### config.mk
export PLATFORM = sky130hd
export DESIGN_NAME = salc_victim
export DESIGN_NICKNAME = d
export VERILOG_FILES = /design/src/rtl/salc_pkg.sv /design/src/rtl/salc_victim.sv
export SDC_FILE = /design/constraint.sdc
export NUM_CORES = 1
export LEC_CHECK = 0
export ABC_CLOCK_PERIOD_IN_PS = 7900
export BUFFER_PORTS_ARGS = -buffer_cell sky130_fd_sc_hd__buf_2
export CAP_MARGIN = 20
export CORE_UTILIZATION = 35
export DETAILED_ROUTE_END_ITERATION = 8
export HOLD_SLACK_MARGIN = 0.15
export PLACE_DENSITY_LB_ADDON = 0.15
export SYNTH_ARGS = -nofsm -noshare
export SYNTH_HDL_FRONTEND = slang
export SYNTH_SLANG_ARGS = --single-unit
### constraint.sdc
create_clock -name clk_i -period 7.9 [get_ports clk_i]
set_input_delay 1.975 -clock clk_i [delete_from_list [all_inputs] [get_ports clk_i]]
set_output_delay 1.975 -clock clk_i [all_outputs]
set_load 0.1 [all_outputs]
### src/rtl/salc_pkg.sv
// ----------------------------------------------------------------------------
// salc_pkg
// Shared types, codes and helpers of the set-associative LRU cache simulator.
// ----------------------------------------------------------------------------
`default_nettype none

package salc_pkg;

  // Default geometry limits.
  localparam int unsigned MAX_SETS = 256;
  localparam int unsigned MAX_WAYS = 8;
  // Largest access in bytes; larger requests saturate to it.
  localparam int unsigned MAX_SIZE = 8;
  localparam logic [2:0]  MAX_BLOCK_BITS = 3'd6;

  // Configuration port.
  localparam int unsigned CFG_IDX_W  = 2;
  localparam int unsigned CFG_DATA_W = 4;
  localparam logic [CFG_IDX_W-1:0] CFG_SET_BITS   = 2'd0;
  localparam logic [CFG_IDX_W-1:0] CFG_WAYS       = 2'd1;
  localparam logic [CFG_IDX_W-1:0] CFG_BLOCK_BITS = 2'd2;

  // Reset values of the configuration registers.
  localparam logic [3:0] SET_BITS_RST   = 4'd4;
  localparam logic [3:0] WAYS_RST       = 4'd1;
  localparam logic [2:0] BLOCK_BITS_RST = 3'd4;

  // Access opcodes.
  localparam logic [1:0] OP_LOAD   = 2'd0;
  localparam logic [1:0] OP_STORE  = 2'd1;
  localparam logic [1:0] OP_MODIFY = 2'd2;
  localparam logic [1:0] OP_NONE   = 2'd3;

  // Lookup outcomes.
  localparam logic [1:0] OUT_HIT   = 2'd0;
  localparam logic [1:0] OUT_MISS  = 2'd1;
  localparam logic [1:0] OUT_EVICT = 2'd2;

  typedef struct packed {
    logic [1:0]  opcode;
    logic [31:0] address;
    logic [3:0]  access_size;
  } in_t;

  typedef struct packed {
    logic [1:0]  outcome;
    logic        last;
    logic [31:0] hit_total;
    logic [31:0] miss_total;
    logic [31:0] eviction_total;
  } out_t;

  // One cache line as held in a set row.
  typedef struct packed {
    logic        valid;
    logic [31:0] tag;
    logic [31:0] stamp;
  } way_t;

  localparam way_t WAY_RESET = '{valid: 1'b0, tag: 32'hFFFF_FFFF, stamp: 32'd0};

  function automatic logic [31:0] sat_inc(input logic [31:0] x);
    sat_inc = (x == 32'hFFFF_FFFF) ? x : x + 32'd1;
  endfunction

endpackage

`default_nettype wire

### src/rtl/salc_victim.sv
// ----------------------------------------------------------------------------
// salc_victim
// LRU victim search: a registered pairwise tree, one level per clock.
// ----------------------------------------------------------------------------
`default_nettype none

module salc_victim #(
  parameter int unsigned MaxWays = salc_pkg::MAX_WAYS,
  localparam int unsigned WayW   = (MaxWays > 1) ? $clog2(MaxWays) : 1,
  localparam int unsigned WcntW  = $clog2(MaxWays + 1)
) (
  input  wire logic                         clk_i,
  input  wire logic                         rst_ni,
  input  wire logic                         load_i,
  input  wire logic [MaxWays-1:0][31:0]     stamps_i,
  input  wire logic [WcntW-1:0]             nways_i,
  output logic [WayW-1:0]                   victim_o
);

  typedef struct packed {
    logic            vld;
    logic [31:0]     stamp;
    logic [WayW-1:0] idx;
  } cand_t;

  cand_t cand_q [MaxWays];
  cand_t red    [MaxWays];

  // The left candidate keeps its place on equal stamps, so the lowest way wins a tie.
  for (genvar i = 0; i < MaxWays; i++) begin : g_red
    if (2 * i + 1 < MaxWays) begin : g_pair
      assign red[i] = (cand_q[2*i+1].vld &&
                       (!cand_q[2*i].vld || cand_q[2*i+1].stamp < cand_q[2*i].stamp))
                      ? cand_q[2*i+1] : cand_q[2*i];
    end else if (2 * i < MaxWays) begin : g_single
      assign red[i] = cand_q[2*i];
    end else begin : g_none
      assign red[i] = '0;
    end
  end

  always_ff @(posedge clk_i or negedge rst_ni) begin
    if (!rst_ni) begin
      for (int i = 0; i < MaxWays; i++) begin
        cand_q[i] <= '0;
      end
    end else if (load_i) begin
      for (int i = 0; i < MaxWays; i++) begin
        cand_q[i].vld   <= (WcntW'(i) < nways_i);
        cand_q[i].stamp <= stamps_i[i];
        cand_q[i].idx   <= WayW'(i);
      end
    end else begin
      for (int i = 0; i < MaxWays; i++) begin
        cand_q[i] <= red[i];
      end
    end
  end

  assign victim_o = cand_q[0].idx;

endmodule

`default_nettype wire

# Yosys cells after proc, flatten, opt, wreduce, memory -nomap -nowiden
# Cells that the tools add are included.
[op_classes] order_cmp=12 n_mux=5 n_reduce_logical=13
[op_table] op="$mux 288" count=1
[op_table] op="$mux 36" count=4
[op_table] op="$lt 32x32->1" count=4
[op_table] op="$lt 3x4->1 const A" count=4
[op_table] op="$lt 1x4->1 const A" count=2
[op_table] op="$lt 2x4->1 const A" count=2
[op_table] op="$logic_and 1x1->1" count=4
[op_table] op="$logic_not 1->1" count=4
[op_table] op="$logic_or 1x1->1" count=4
[op_table] op="$reduce_bool 2->1" count=1
[word_totals] regBits=288 elab_cells=54 in_bits=263

# Logic depth before layout (Yosys ltp)
# Gate-level depths: netlist of run 1.
[logic_depth] word_depth=5 mapped_depth=11 ltp_nobuf=9

# Worst setup path after synthesis of run 1
# Ideal clock, no wire load.
[synth_path] path_type="input-to-reg" startpoint="input port load_i" endpoint="register cand_q[259] in the netlist's numbering" arrival_time_ns=3.181 path_buffers=3 t_required_ns=7.775 stages=4 setup_time_ns=0.125 path_slack_ns=4.594 cell_sequence="clkbuf_1 clkbuf_1 clkbuf_1 mux2_2"
[synth_between] elab_chain_cells=1 elab_cells_between_ends=2
[synth_rtl] item="start: declaration" line_no="salc_victim.sv:14" source="input wire logic load_i,"
[synth_rtl] item="$mux 288 / $reduce_bool 2->1 (equally long branches)"
[synth_rtl] item="end signal: indexed assignment" line_no="salc_victim.sv:55" source="cand_q[i] <= red[i];"
[synth_rtl] item="end: declaration" line_no="salc_victim.sv:26" source="cand_t cand_q [MaxWays];"
# Parallel ways exist; a longest one is shown, timed or not.
# A chain may end at the register's enable or synchronous reset.

# Worst setup path in the final report of run 1
[layout_path] startpoint="register cand_q[240] in the netlist's numbering" endpoint="register cand_q[256] in the netlist's numbering"
[layout_between] elab_chain_cells=4
[layout_rtl] item="$lt 32x32->1" line_no="salc_victim.sv:33" source="(!cand_q[2*i].vld || cand_q[2*i+1].stamp < cand_q[2*i].stamp))"
[layout_rtl] item="$logic_or 1x1->1" line_no="salc_victim.sv:33"
[layout_rtl] item="$logic_and 1x1->1" line_no="salc_victim.sv:32" source="assign red[i] = (cand_q[2*i+1].vld &&"
[layout_rtl] item="$reduce_bool 2->1 (no line)"
# No other way between the ends.

==> results of run 1 <==
[sequential cells by signal, indices dropped and copies added (netlist names)]
name,flops
victim_o,3
cand_q,272
[worst max-delay path: cells and delay by family (launching register included)]
| kind | cells | cell delay, ps |
|---|---|---|
| AO/OA/AOI/OAI | 4 | 1240 |
| buffers and inverters | 1 | 500 |
| AND/OR/NAND/NOR | 1 | 80 |
| flip-flops | 1 | 390 |
| adder cells (fa/ha/maj) | 1 | 330 |
| multiplexers | 2 | 640 |
[power by group]
group	internal [mW]	switching (mW)	total, mW
registers	1.54	0.0931	1.64
logic	0.412	0.423	0.835
clock network	0.923	0.589	1.51
[per-stage QoR]
stage / utilization (%) / cells / hold slack, ps / cell area, sq um / power [mW]
after floorplan: - / 1333 / 438.5 / 14190 / 2.267
after global placement: 40.05 / 2065 / 452.0 / 15950 / 2.493
after detailed placement: 40.05 / 2065 / 471.6 / 15950 / 2.506
after CTS: 42.77 / 2124 / 482.1 / 17030 / 4.050
after global routing: 42.84 / 2126 / 509.9 / 17060 / 4.224
final: 42.86 / 2128 / 474.7 / 17070 / 3.984
[logic make-up (layout without fill, tap and decap cells)]
family	count (synthesis)	in the layout	share of synthesized area, %
flip-flops	275	275	48.50
AO/OA/AOI/OAI	279	279	11.46
multiplexers	131	131	10.52
adder cells (fa/ha/maj)	124	124	10.93
buffers and inverters	198	465	5.925
AND/OR/NAND/NOR	326	326	12.66
other	0	3	0
[worst paths after layout]
| check | startpoint | endpoint | slack [ps] | cells past startpoint |
|---|---|---|---|---|
| min in group asynchronous | rst_ni | cand_q[284] | 1520 | 1 |
| max in group asynchronous | rst_ni | cand_q[82] | 4890 | 2 |
| hold reg to reg | cand_q[182] | cand_q[218] | 470 | 1 |
| setup reg to reg | cand_q[240] | cand_q[256] | 4580 | 9 |
| hold / removal | cand_q[182] | cand_q[218] | 470 | 1 |
| setup / recovery | cand_q[240] | cand_q[256] | 4580 | 9 |
[cell type report]
class,count,area (sq um)
multi-input cells,860,6482
well taps,525,656.9
clock buffers,48,974.7
diodes,3,7.507
fillers,3881,22760
clock inverters,11,108.9
flip-flops and latches,275,6882
inverters,132,495.5
repair buffers,274,1459
[cell usage in the layout (no fill, tap or decap), drive strengths merged, types with 2 or more instances in the layout]
| cell | n |
|---|---|
| o22ai | 2 |
| and4 | 6 |
| nand2 | 90 |
| dfrtp | 275 |
| a21oi | 85 |
| nor2b | 36 |
| o21a | 5 |
| o21ai | 115 |
| a31oi | 37 |
| ha | 124 |
| a2111oi | 3 |
| a221oi | 2 |
| nand4 | 14 |
| a211o | 4 |
| o311a | 2 |
| mux2i | 67 |
| nor2 | 17 |
| mux2 | 64 |
| inv | 133 |
| nor3 | 4 |
| clkinv | 8 |
| a21boi | 2 |
| clkbuf | 48 |
| nand3 | 13 |
| nand2b | 4 |
| diode | 3 |
| o211ai | 3 |
| nand3b | 2 |
| a21o | 12 |
| buf | 274 |
| or2 | 2 |
| nor4 | 4 |
| and2 | 131 |
| bufinv | 2 |
[layer usage]
layer / vias up / wire (microns) / GRT usage, %
met2: 191 / 15860 / 27.25
li1: 5028 / - / -
met3: 47 / 1835 / 4.203
met4: 14 / 563 / 4.108
met5: - / 89 / 0
met1: 4682 / 17640 / 25.35
==> metrics.txt, run 1 <==
status completed; clk slew on worst S/H paths ~60 ps; Ports about 270; post-CTS setup buffers 0; most numerous cell in the Yosys netlist dfrtp_1; Crit Path Class flip-flop to flip-flop; grt ovf 0; Crit. End Element flip-flop; Rel. slew slack a little over a quarter; drt first pass iters 5; Arr. time, crit path approximately 3700 ps; core area roughly 40000 sq um; sequential element share of the synthesized area 48.50%; routability cong. 0.8097; Critical Path RT 8280 ps; total negative slack 0 ps; synth top area cells dfrtp_1 (48%), ha_1 (11%), and2_1 (5.7%), mux2i_1 (4.7%), o21ai_0 (3.5%); Num CTS Buffers 34; crit-path cells ha_1 > a211oi_2 > nor2_1 > o311ai_1 > a31oi_2 > a31oi_4 > buf_4 > mux2_2 > mux2_2; CTS tree built; Synth warnings 0; RSZ-0062 raised after global routing false; initial antenna violation count 10; worst skew pair latency between 500 and 600 ps; Async S/R FF share, synth 100.0%; fin. max-slew vios 0; Worst VDD drop about 0.00012 V; PD cells 233.4 nW/um^2; Post-synth EDFFs 0; Via density around 4.7; Total Nets Final roughly 2.0k; Synth Cell Area ~14000 sq um; crit-path most repeated cell mux2_2; Hold WC Path Type flip-flop to flip-flop; clock buffer depth 3; row cnt 73; pin count of the biggest net entering global routing roughly 200; drt drc 0; Wirelength per Cell 16.91 microns; Yosys reg bits 275; leading register cell type out of synthesis dfrtp_1; fin crit period ~3300 ps; Iter 0 DRT Violations approximately 360; first-pass GRT wire length between 50000 and 60000 microns; Tcrit/Tclk final 42.09%; post-route ant nets 0; Die W ~200 microns; H-tree Lvls 2; P_leak roughly 8.4 nW; worst slew pin tran between 1000 and 1500 ps; Setup WS post-layout around 4600 ps; Avg Cell Area, Syn between 10 and 15 sq um; Die ar. ~41000 sq um; Starting Density between 30% and 40%; Routed WL 35990 microns; Worst Skew 19.04 ps; largest area contributor in the netlist dfrtp_1; synth unique cells between 50 and 60; Commonest cells post-synth dfrtp_1 (275), inv_1 (132), and2_1 (130); port bufs around 270; clock sinks 275; via count of the first global-routing pass slightly above 10k; CP Max Fanout 23; crit path max-delay cell type a31oi_4; hold buffer count at cts 0; Mapped Nets approximately 1.7k; Final setup viols 0; Place WS roughly 4100 ps; routed via count 9962; total track usage around 18%; CTS root buffer clkbuf_16; Max-Cap Viols 0; Resized Gates After CTS 0; crit start category flip-flop; post-synth top area share between 40% and 50%; FMAX ~300 MHz; synth-to-layout area growth 20.27%; Hold Fails Final Rpt 0; Die Height roughly 200 microns; Cells after Synth between 1k and 1.5k; Worst path max stage delay roughly 540 ps; layout cell share with drive strength beyond 1 around 25%; hpwl dp around 27000 microns
(Power assumes the default switching activity.)
==> run 2, diff against run 1 <==
ABC_CLOCK_PERIOD_IN_PS = 3500   (was 7900)
clock period = 3.5 ns   (was 7.9 ns; I/O delays follow)
==> metrics.txt, run 2 (same netlist as run 1, synthesis figures left out) <==
status completed; Die Height 203.4 microns; Rel. slew slack 43.80%; Ports around 270; Die W ~200 microns; total negative slack 0 ps; layout cell share with drive strength beyond 1 26.21%; placed insts about 2.1k; row cnt 73; hpwl dp about 28000 microns; Crit Path Class flip-flop to flip-flop; port bufs 265; Via density approximately 4.7; Num CTS Buffers 34; r2r setup slk slightly below 600 ps; fin cells approximately 2.1k; fin crit period between 2000 and 3000 ps; FMAX about 340 MHz; max FFs per register 272; crit start category flip-flop; commonest non-fill, non-tap cells in the layout dfrtp_1 (275), buf_2 (263), inv_1 (132); drt first pass iters 4; Final setup viols 0; register area roughly 6900 sq um; P_leak 8.539 nW; first-pass GRT wire length just under 60000 microns; Critical Path RT 3890 ps; worst slew pin tran 832.2 ps; RSZ-0062 raised after global routing false; Wirelength per Cell around 17 microns; Routed WL about 37000 microns; Resized Gates After CTS 0; post-route ant nets 0; clock buffer depth 3; initial antenna violation count 4; Worst Skew roughly 17 ps; R2R Path Start cand_q[240]; Top reg by flops cand_q; crit-path cells ha_1 > a211oi_2 > nor2_1 > o311ai_1 > a31oi_2 > a31oi_4 > buf_4 > mux2_2 > mux2_2; FF-to-FF path depth 9; CP Max Fanout 24; # fillers 3923; Starting Density 35.63%; PD cells 537.1 nW/um^2; Hold Fails Final Rpt 0; crit-path most repeated cell mux2_2; multi-input logic area between 6000 and 7000 sq um; synth-to-layout area growth 22.06%; Tcrit/Tclk final between 80% and 90%; clk slew on worst S/H paths roughly 60 ps; CTS root buffer clkbuf_16; Total Nets Final slightly below 2k; Max-Cap Viols 0; Worst VDD drop about 0.00024 V; Critical Path Start cand_q[240]; pin count of the biggest net entering global routing 119; core area around 40000 sq um; drt drc 0; post-CTS setup buffers 0; grt ovf 0; clock sinks approximately 280; Critical Path End cand_q[257]; Iter 0 DRT Violations 375; Critical R2R Capture cand_q[257]; hold buffer count at cts 0; H-tree Lvls 2; CTS tree built; routed via count ~10k; via count of the first global-routing pass 10.49k; worst skew pair latency between 500 and 600 ps; routability cong. a little over 0.8; Crit. End Element flip-flop; total track usage between 10% and 20%; fin. max-slew vios 0; Hold WC Path Type input port to asynchronous set/reset pin; Worst path max stage delay a little over 400 ps; Die ar. 41350 sq um; crit path max-delay cell type buf_4; commonest non-fill, non-tap cell in the layout dfrtp_1; Arr. time, crit path between 3000 and 4000 ps
run 2: changes by cell type in the layout (fill, tap and decap cells not counted), sizes merged:
| cell | previous run | this run |
|---|---|---|
| buf | 274 | 286 |
| clkbuf | 48 | 44 |
| bufinv | 2 | 5 |
| clkinv | 8 | 11 |
run 2: metal layers:
layer | up-vias | global-route usage (%) | share of wire [%]
li1 | 5049 | - | -
met1 | 4668 | 27.02 | 51
met2 | 221 | 27.69 | 43
met3 | 54 | 3.164 | 4.1
met4 | 4 | 4.914 | 2.0
met5 | - | 0 | 0.070
run 2: report_power, final:
group	total [mW]	switching (mW)	internal (mW)
Sequential	3.70	0.213	3.48
Clock	3.67	1.36	2.31
Combinational	1.93	0.972	0.962
Total	9.30	2.55	6.76
run 2: through the flow:
stage	util [%]	total power [mW]	hold slack, ps	setup slack [ps]	instance area [sq um]
after global routing	43.47	9.843	353.7	344.3	17310
after CTS	43.47	9.444	340.8	477.4	17310
final	43.49	9.302	308.6	582.7	17320
after global placement	40.43	5.668	448.9	376.9	16100
after floorplan	-	5.116	438.5	903.8	14190
after detailed placement	40.50	5.711	453.9	483.5	16130
run 2: how the worst min path moves through the flow:
| stage | end | slack [ps] | depth (start not counted) |
|---|---|---|---|
| 2_1_floorplan | cand_q[218] | 440 | 1 |
| 3_3_place_gp | cand_q[218] | 450 | 1 |
| 3_5_place_dp | cand_q[218] | 450 | 1 |
| 4_1_cts | cand_q[280] | 340 | 1 |
| 5_1_grt | cand_q[284] | 350 | 1 |
| 6_report | cand_q[284] | 310 | 1 |
run 2: layout make-up:
type / count / share of cell area (%)
Multi-Input combinational cell: 860 / 37.43
Sequential cell: 275 / 39.73
Timing Repair Buffer: 286 / 9.304
Clock inverter: 17 / 1.300
Clock buffer: 44 / 5.541
Antenna cell: 3 / 0.04334
Inverter: 132 / 2.861
Tap cell: 525 / 3.793
run 2: worst max-delay path, delay by kind of cell, from the launching register on:
kind            cells  cell delay (ps)
buf+inv             1              410
compound gates      4              940
mux                 2              640
fa+ha+maj           1              320
simple gates        1               80
flops               1              390
==> run 3, diff against run 2 <==
ABC_AREA = 1   (was not set)
ABC_CLOCK_PERIOD_IN_PS = 2700   (was 3500)
clock period = 2.7 ns   (was 3.5 ns; I/O delays follow)
==> metrics.txt, run 3 <==
status completed; Routed WL roughly 42000 microns; hpwl dp 32710 microns; grt ovf 0; Total Nets Final 2588; fin util between 40% and 50%; first-pass GRT wire length ~69000 microns; CTS tree built; Avg Cell Area, Syn between 7 and 8 sq um; routability cong. around 0.86; most numerous cell in the Yosys netlist nand2_1; P_leak approximately 11 nW; Top reg by flops cand_q; clk slew on worst S/H paths ~60 ps; via count of the first global-routing pass around 13k; fin. max-slew vios 0; post-synth top area share 45.92%; Synth Cell Area about 15000 sq um; Starting Density 35.57%; Ports 266; Mapped Nets ~2.4k; sequential element share of the synthesized area between 40% and 50%; RSZ-0062 raised after global routing false; max FFs per register roughly 270; synth top area cells dfrtp_1 (46%), nand2_1 (17%), ha_1 (10%), inv_1 (9.7%), nand3_1 (8.1%); port bufs roughly 270; Final setup viols 0; Die Height 208.9 microns; Hold Fails Final Rpt 0; Crit. End Element flip-flop; total negative slack 0 ps; Via density approximately 4.5; pin count of the biggest net entering global routing 168; Tcrit/Tclk final around 84%; Die ar. 43650 sq um; commonest non-fill, non-tap cell in the layout nand2_1; Synth warnings 0; Arr. time, crit path about 2800 ps; Max-Cap Viols 0; Die W 208.9 microns; commonest non-fill, non-tap cells in the layout nand2_1 (698), inv_1 (386), dfrtp_1 (275); Rel. slew slack 56.98%; FMAX roughly 440 MHz; worst skew pair latency approximately 570 ps; leading register cell type out of synthesis dfrtp_1; Async S/R FF share, synth 100.0%; Num CTS Buffers 31; Worst Skew around 16 ps; fin crit period around 2300 ps; core area about 42000 sq um; drt drc 0; H-tree Lvls 1; synth-to-layout area growth 19.78%; clock sinks about 280; Wirelength per Cell 15.31 microns; Hold WC Path Type input port to flip-flop; clock buffer depth 3; worst slew pin tran approximately 650 ps; row cnt 75; Power, Total 11.86 mW; Iter 0 DRT Violations around 620; crit start category flip-flop; CP Max Fanout 24; CTS root buffer clkbuf_16; drt first pass iters 4; largest area contributor in the netlist dfrtp_1; Hold Path Stages 3; FF-to-FF path depth 14; routed via count ~12k; Commonest cells post-synth nand2_1 (698), inv_1 (387), dfrtp_1 (275); synth unique cells 26; layout cell share with drive strength beyond 1 around 16%; Cells after Synth ~2.0k; Worst VDD drop roughly 0.00044 V; PD cells 660.8 nW/um^2; post-CTS setup buffers 0; Critical Path RT around 3200 ps; Crit Path Class flip-flop to flip-flop; total track usage between 20% and 30%; post-route ant nets 0; Post-synth EDFFs 0; Yosys reg bits approximately 280; initial antenna violation count 1
[run 3: changes by cell type after synthesis, sizes merged, moves of 12 or more]
cell	before	now
buf	19	33
nor2	17	36
and2	131	0
inv	132	387
mux2	64	0
a31oi	37	1
a21o	12	0
a21oi	85	62
nand3	13	242
mux2i	67	0
nor2b	36	0
nand2	90	707
o21ai	115	23
[run 3: critical path, stage by stage (launching register included)]
cell and delay [ps]:
dfrtp_1 400, ha_1 310, nand2_1 70, inv_1 50, nand3_1 80, nor3_1 140
nand2_1 70, nand2_1 100, nand2_1 60, nand2_1 100, nand2_2 90, nand2_4 170
buf_4 320, nand3_1 120, nand2_1 90
[run 3: layer usage]
layer	global-route usage [%]	part of all wire, %
met4	4.767	1.7
met3	2.164	4.4
met5	0	0
met1	28.70	48
met2	32.32	46
[run 3: timing repair]
action	in CTS	in global routing
hold buffers	1	0
resized for setup	0	0
setup endpoints to repair	0	0
hold endpoints to repair	45	0
[run 3: cells by family (layout without fill, tap and decap cells)]
logic type / count (synthesis) / after routing / share of synthesized area, %
simple gates: 1005 / 1005 / 27.81
fa+ha+maj: 124 / 124 / 10.35
flops: 275 / 275 / 45.92
compound gates: 90 / 90 / 3.081
other cells: 0 / 1 / 0
buf+inv: 475 / 731 / 12.83
[run 3: report_power, final]
part / total [mW] / internal [mW] / switching (mW)
Sequential: 4.82 / 4.54 / 0.273
Combinational: 2.47 / 0.903 / 1.56
Clock: 4.58 / 2.84 / 1.74
Total: 11.9 / 8.29 / 3.57
[run 3: path summary, 6_finish.rpt]
| path | startpoint | end | slack, ps |
|---|---|---|---|
| worst max-delay path | cand_q[234] | cand_q[262] | 430 |
| worst min-delay path | stamps_i[129] | cand_q[112] | 300 |
| worst max register to register | cand_q[234] | cand_q[262] | 430 |
| worst min register to register | cand_q[180] | cand_q[216] | 470 |
| max in group asynchronous | rst_ni | cand_q[206] | 1270 |
| min in group asynchronous | rst_ni | cand_q[43] | 630 |
[run 3: cell type report]
type	instances	area [sq um]
timing repair buffer	287	1638
tap	539	674.4
fill	4303	24180
clock buffer	35	820.8
clock inverter	22	296.5
multi-input combinational	1219	6181
antenna	1	2.502
inverter	387	1455
sequential	275	6882
[run 3: metrics by stage]
step	cells	instance area [sq um]	hold WS, ps	setup slack (ps)
floorplan	1969	14990	379.4	892.2
global placement	2706	16820	439.9	430.7
detailed placement	2706	16820	452.4	422.9
CTS	2764	17950	266.4	404.9
global route	2765	17950	284.0	167.8
finish	2765	17950	295.4	432.3
